`src/hw/rtl/fegs_ram.sv`:
```
// Generic single-clock RAM: one write port, one read port, registered read.
// Read during write to the same address returns the old data. No dependencies.
module fegs_ram #(
    parameter int WIDTH = 16,
    parameter int DEPTH = 256
) (
    input  logic                     clk,
    input  logic                     we,
    input  logic [$clog2(DEPTH)-1:0] waddr,
    input  logic [WIDTH-1:0]         wdata,
    input  logic [$clog2(DEPTH)-1:0] raddr,
    output logic [WIDTH-1:0]         rdata
);

    logic [WIDTH-1:0] mem_reg [DEPTH];
    logic [WIDTH-1:0] rdata_reg;

    always_ff @(posedge clk) begin
        rdata_reg <= mem_reg[raddr];
        if (we) begin
            mem_reg[waddr] <= wdata;
        end
    end

    assign rdata = rdata_reg;

endmodule

```
`config.mk`:
```
export PLATFORM = sky130hd
export DESIGN_NAME = fegs_ram
export DESIGN_NICKNAME = d
export VERILOG_FILES = /design/src/hw/rtl/fegs_ram.sv
export SDC_FILE = /design/constraint.sdc
export NUM_CORES = 2
export LEC_CHECK = 0
export BUFFER_PORTS_ARGS = -buffer_cell sky130_fd_sc_hd__buf_2
export CORE_MARGIN = 3
export CORE_UTILIZATION = 50
export DETAILED_ROUTE_END_ITERATION = 10
export GPL_TIMING_DRIVEN = 0
export PLACE_DENSITY_LB_ADDON = 0.2
export SETUP_SLACK_MARGIN = 0.5
export SLEW_MARGIN = 25
export SYNTH_ARGS = -nofsm -noshare
export SYNTH_HDL_FRONTEND = slang
export SYNTH_SLANG_ARGS = --single-unit
```
`constraint.sdc`:
```
create_clock -name clk -period 2.2 [get_ports clk]
set_input_delay 0 -clock clk [delete_from_list [all_inputs] [get_ports clk]]
set_output_delay 0 -clock clk [all_outputs]
set_load 0.005 [all_outputs]
```
==> results.yml <==
status:
  outcome: "finished with violations"
  violations: "negative hold slack, negative setup slack"
global_routing:
  grt_pass1_vias: 81027
  antenna_found_initial: 28
  grt-ovfl-total: 0
  grt_max_degree: 111
  grt_pass1_wl_um: 681000
  grt_use_total_pct: 30.8
synthesis:
  yosysWarnings: 0
  ys_types: 52
  synth_cells: 7360
  netlist_area_um2: 159000
  synth.yosys.seq_area_share_pct: 77.7
  syn_nets: 7394
  synth-seq-cells: 4112
  syn_avg_cell_area_um2: 21.6
  synthFlopType: "edfxtp_1"
  synth_top_area_share_pct: 77.5
  synthTopCellsByArea: "edfxtp_1 77%, mux4_2 11%, mux2i_1 3.6%"
  synth_edf_count: 4096
  ys_async_sr_fraction_pct: 0
  yosysTopAreaCell: "edfxtp_1"
sta:
  final-max-slew-violation-count: 0
  hold_ws_ns: -0.0210
  setup_ws_ns: -0.718
  hold_viol_final: 5
  post-route-period-util_pct: 133
  totalNegativeSetupSlack_ns: -142.95
  period_minus_slack_ns: 2.92
  setup_violations: 764
  grt_setup_unrepaired: "true"
  tightest_slew_ns: 1.18
  skew_ns: 0.0504
  max_freq_ghz: 0.343
  relSlewSlack_pct: 21.6
setup_path:
  cp.arrival_ns: 3.48
  cp_max_fo: 16
  critPathKind: "in2reg"
  worstPathRequired_ns: 2.76
  start_kind: "input port"
  cp-end-kind: "flip-flop"
clock_network:
  htree_levels: 5
  insertion_delay_ns: 0.98
  cts_sinks: 4112
  clk_pin_slew_ns: 0.06
  cts_tree: "yes"
  cts.path.max_buffers: 4
  numCtsBuffers: 412
  clock-root-buffer: "clkbuf_16"
power:
  switchingPower_mw: 37.2
  ir_drop_uv: 925
  p_per_area_nw_per_um2: 894
  p_leak_nw: 58.7
  power_mw: 167
  intPower_mw: 129
  seq_power_share_pct: 51.9
  p_comb_share_pct: 6.2
  swShare_pct: 22.3
  clock_power_share_pct: 41.9
detailed_routing:
  drt_pass1_iterations: 6
  drc: 0
  vias: 83078
  initialDrtViolationCount: 12653
  wirelength_um: 502000
  wl_per_cell_um: 40.0
  viasPerCell: 6.61
  detail-route-antenna-nets: 0
final_layout:
  syn2layout_area_growth_pct: 17.4
  drive_gt1_share_pct: 30.7
  final_cell_mix: "4096 x edfxtp_1, 797 x mux4_2, 565 x mux2i_1, 425 x clkbuf_16, 234 x nor2_4"
  nNetsFinal: 8083
  largest_reg_flops: 4096
  final_common_cell: "edfxtp_1"
  finalInstanceArea_um2: 186000
  nFillCells: 22385
die:
  die_area_um2: 324000
  start_util_pct: 50.3
  std_cell_rows: 206
  ios: 50
  coreArea_um2: 315000
  fp.dieW_um: 569
  die_y_um: 569
placed_design:
  dpl_worst_slack_ns: -2.84
  dp_hpwl_um: 335000
  io_buffer_count: 39
  placed_area_um2: 168000
  gp_congestion: 0.996
worst_hold_path:
  holdCritPathClass: "in2reg"
run:
  drv_cap: 0
-- metal layers --
layer  global-route usage (%)  vias to the layer above  routed length [um]
li1                         -                    32766                   -
met1                     41.1                    44220              182000
met2                     48.0                     5010              237000
met3                     6.15                     1072               50400
met4                     16.9                       10               32800
met5                        0                        -                  68
-- layout make-up --
class	instances	area (um^2)	area share [%]
well taps	4160	5200	2.79
flip-flops and latches	4112	123000	66.2
diodes	14	35.0	0.0188
clock buffers	501	10800	5.81
plain buffers	452	3540	1.90
inverters	4	17.5	0.00940
multi-input cells	2792	36400	19.5
repair buffers	275	4470	2.40
clock inverters	256	2500	1.34
-- timing repair --
item / 4_1_cts / 5_1_grt
endpoints found under the setup margin: 3081 / 3526
cloned: 0 / 0
resized for setup: 366 / 147
hold buffers: 28 / 12
hold endpoints to repair: 4068 / 653
setup buffers: 59 / 73
pin swaps: 96 / 100
-- cell families (layout without fill, tap and decap cells) --
logic type | count (synthesis) | count (layout) | share of synthesized area (%)
AO/OA/AOI/OAI | 786 | 786 | 3.54
AND/OR/NAND/NOR | 556 | 556 | 1.57
flip-flops | 4112 | 4112 | 77.7
multiplexers | 1450 | 1450 | 15.5
other | 0 | 14 | 0
buffers and inverters | 456 | 1488 | 1.69
-- power groups by stage --
stage          Combinational (mW)  Clock [mW]  Sequential (mW)
3_3_place_gp                 9.08           0             88.4
5_1_grt                      10.5        73.6             86.4
6_report                     10.3        69.8             86.4
4_1_cts                      10.0        70.3             86.4
3_5_place_dp                 9.57           0             88.1
2_1_floorplan                4.43           0             88.1
-- critical path, stage by stage --
cell and delay (ns):
buf_8 0.10, dlygate4sd3_1 0.64, dlymetal6s4s_1 0.43, nor2_4 0.33
nand4_1 0.14, buf_4 0.21, dlygate4sd3_1 0.77, buf_4 0.24
nor2_4 0.59
-- metrics by stage --
step | hold slack, ns | utilization (%) | std cells
3_3_place_gp | 0.383 | 52.6 | 11559
4_1_cts | -0.181 | 58.4 | 12467
2_1_floorplan | 0.0989 | - | 7360
3_5_place_dp | 0.386 | 53.3 | 11623
6_report | -0.0210 | 59.1 | 12566
5_1_grt | -0.0282 | 59.0 | 12558
-- cell usage after synthesis, types with 20 or more instances --
master	number
buf_1	27
a22o_1	32
a22oi_1	43
a21oi_1	175
edfxtp_1	4096
nand3_1	35
mux4_2	797
mux2i_1	565
a221oi_1	28
buf_2	76
o21ai_0	37
mux2_2	88
nor2_1	304
nand4_1	26
buf_6	77
nand2_1	38
buf_4	26
clkbuf_1	230
o32ai_1	20
o22ai_1	148
o221ai_1	252
nor3_1	92
-- worst paths after layout --
| path | start | endpoint | slack [ns] | depth (start not counted) |
|---|---|---|---|---|
| setup / recovery | waddr[1] | mem_reg[252][11]$_DFFE_PP_ | -0.72 | 9 |
| hold / removal | waddr[6] | mem_reg[170][14]$_DFFE_PP_ | -0.02 | 4 |
| setup reg to reg | mem_reg[11][3]$_DFFE_PP_ | rdata[3]$_DFF_P_ | -0.67 | 6 |
| hold reg to reg | mem_reg[232][1]$_DFFE_PP_ | rdata[1]$_DFF_P_ | 1.26 | 6 |
No activity file was read; power rests on OpenSTA's default activity.
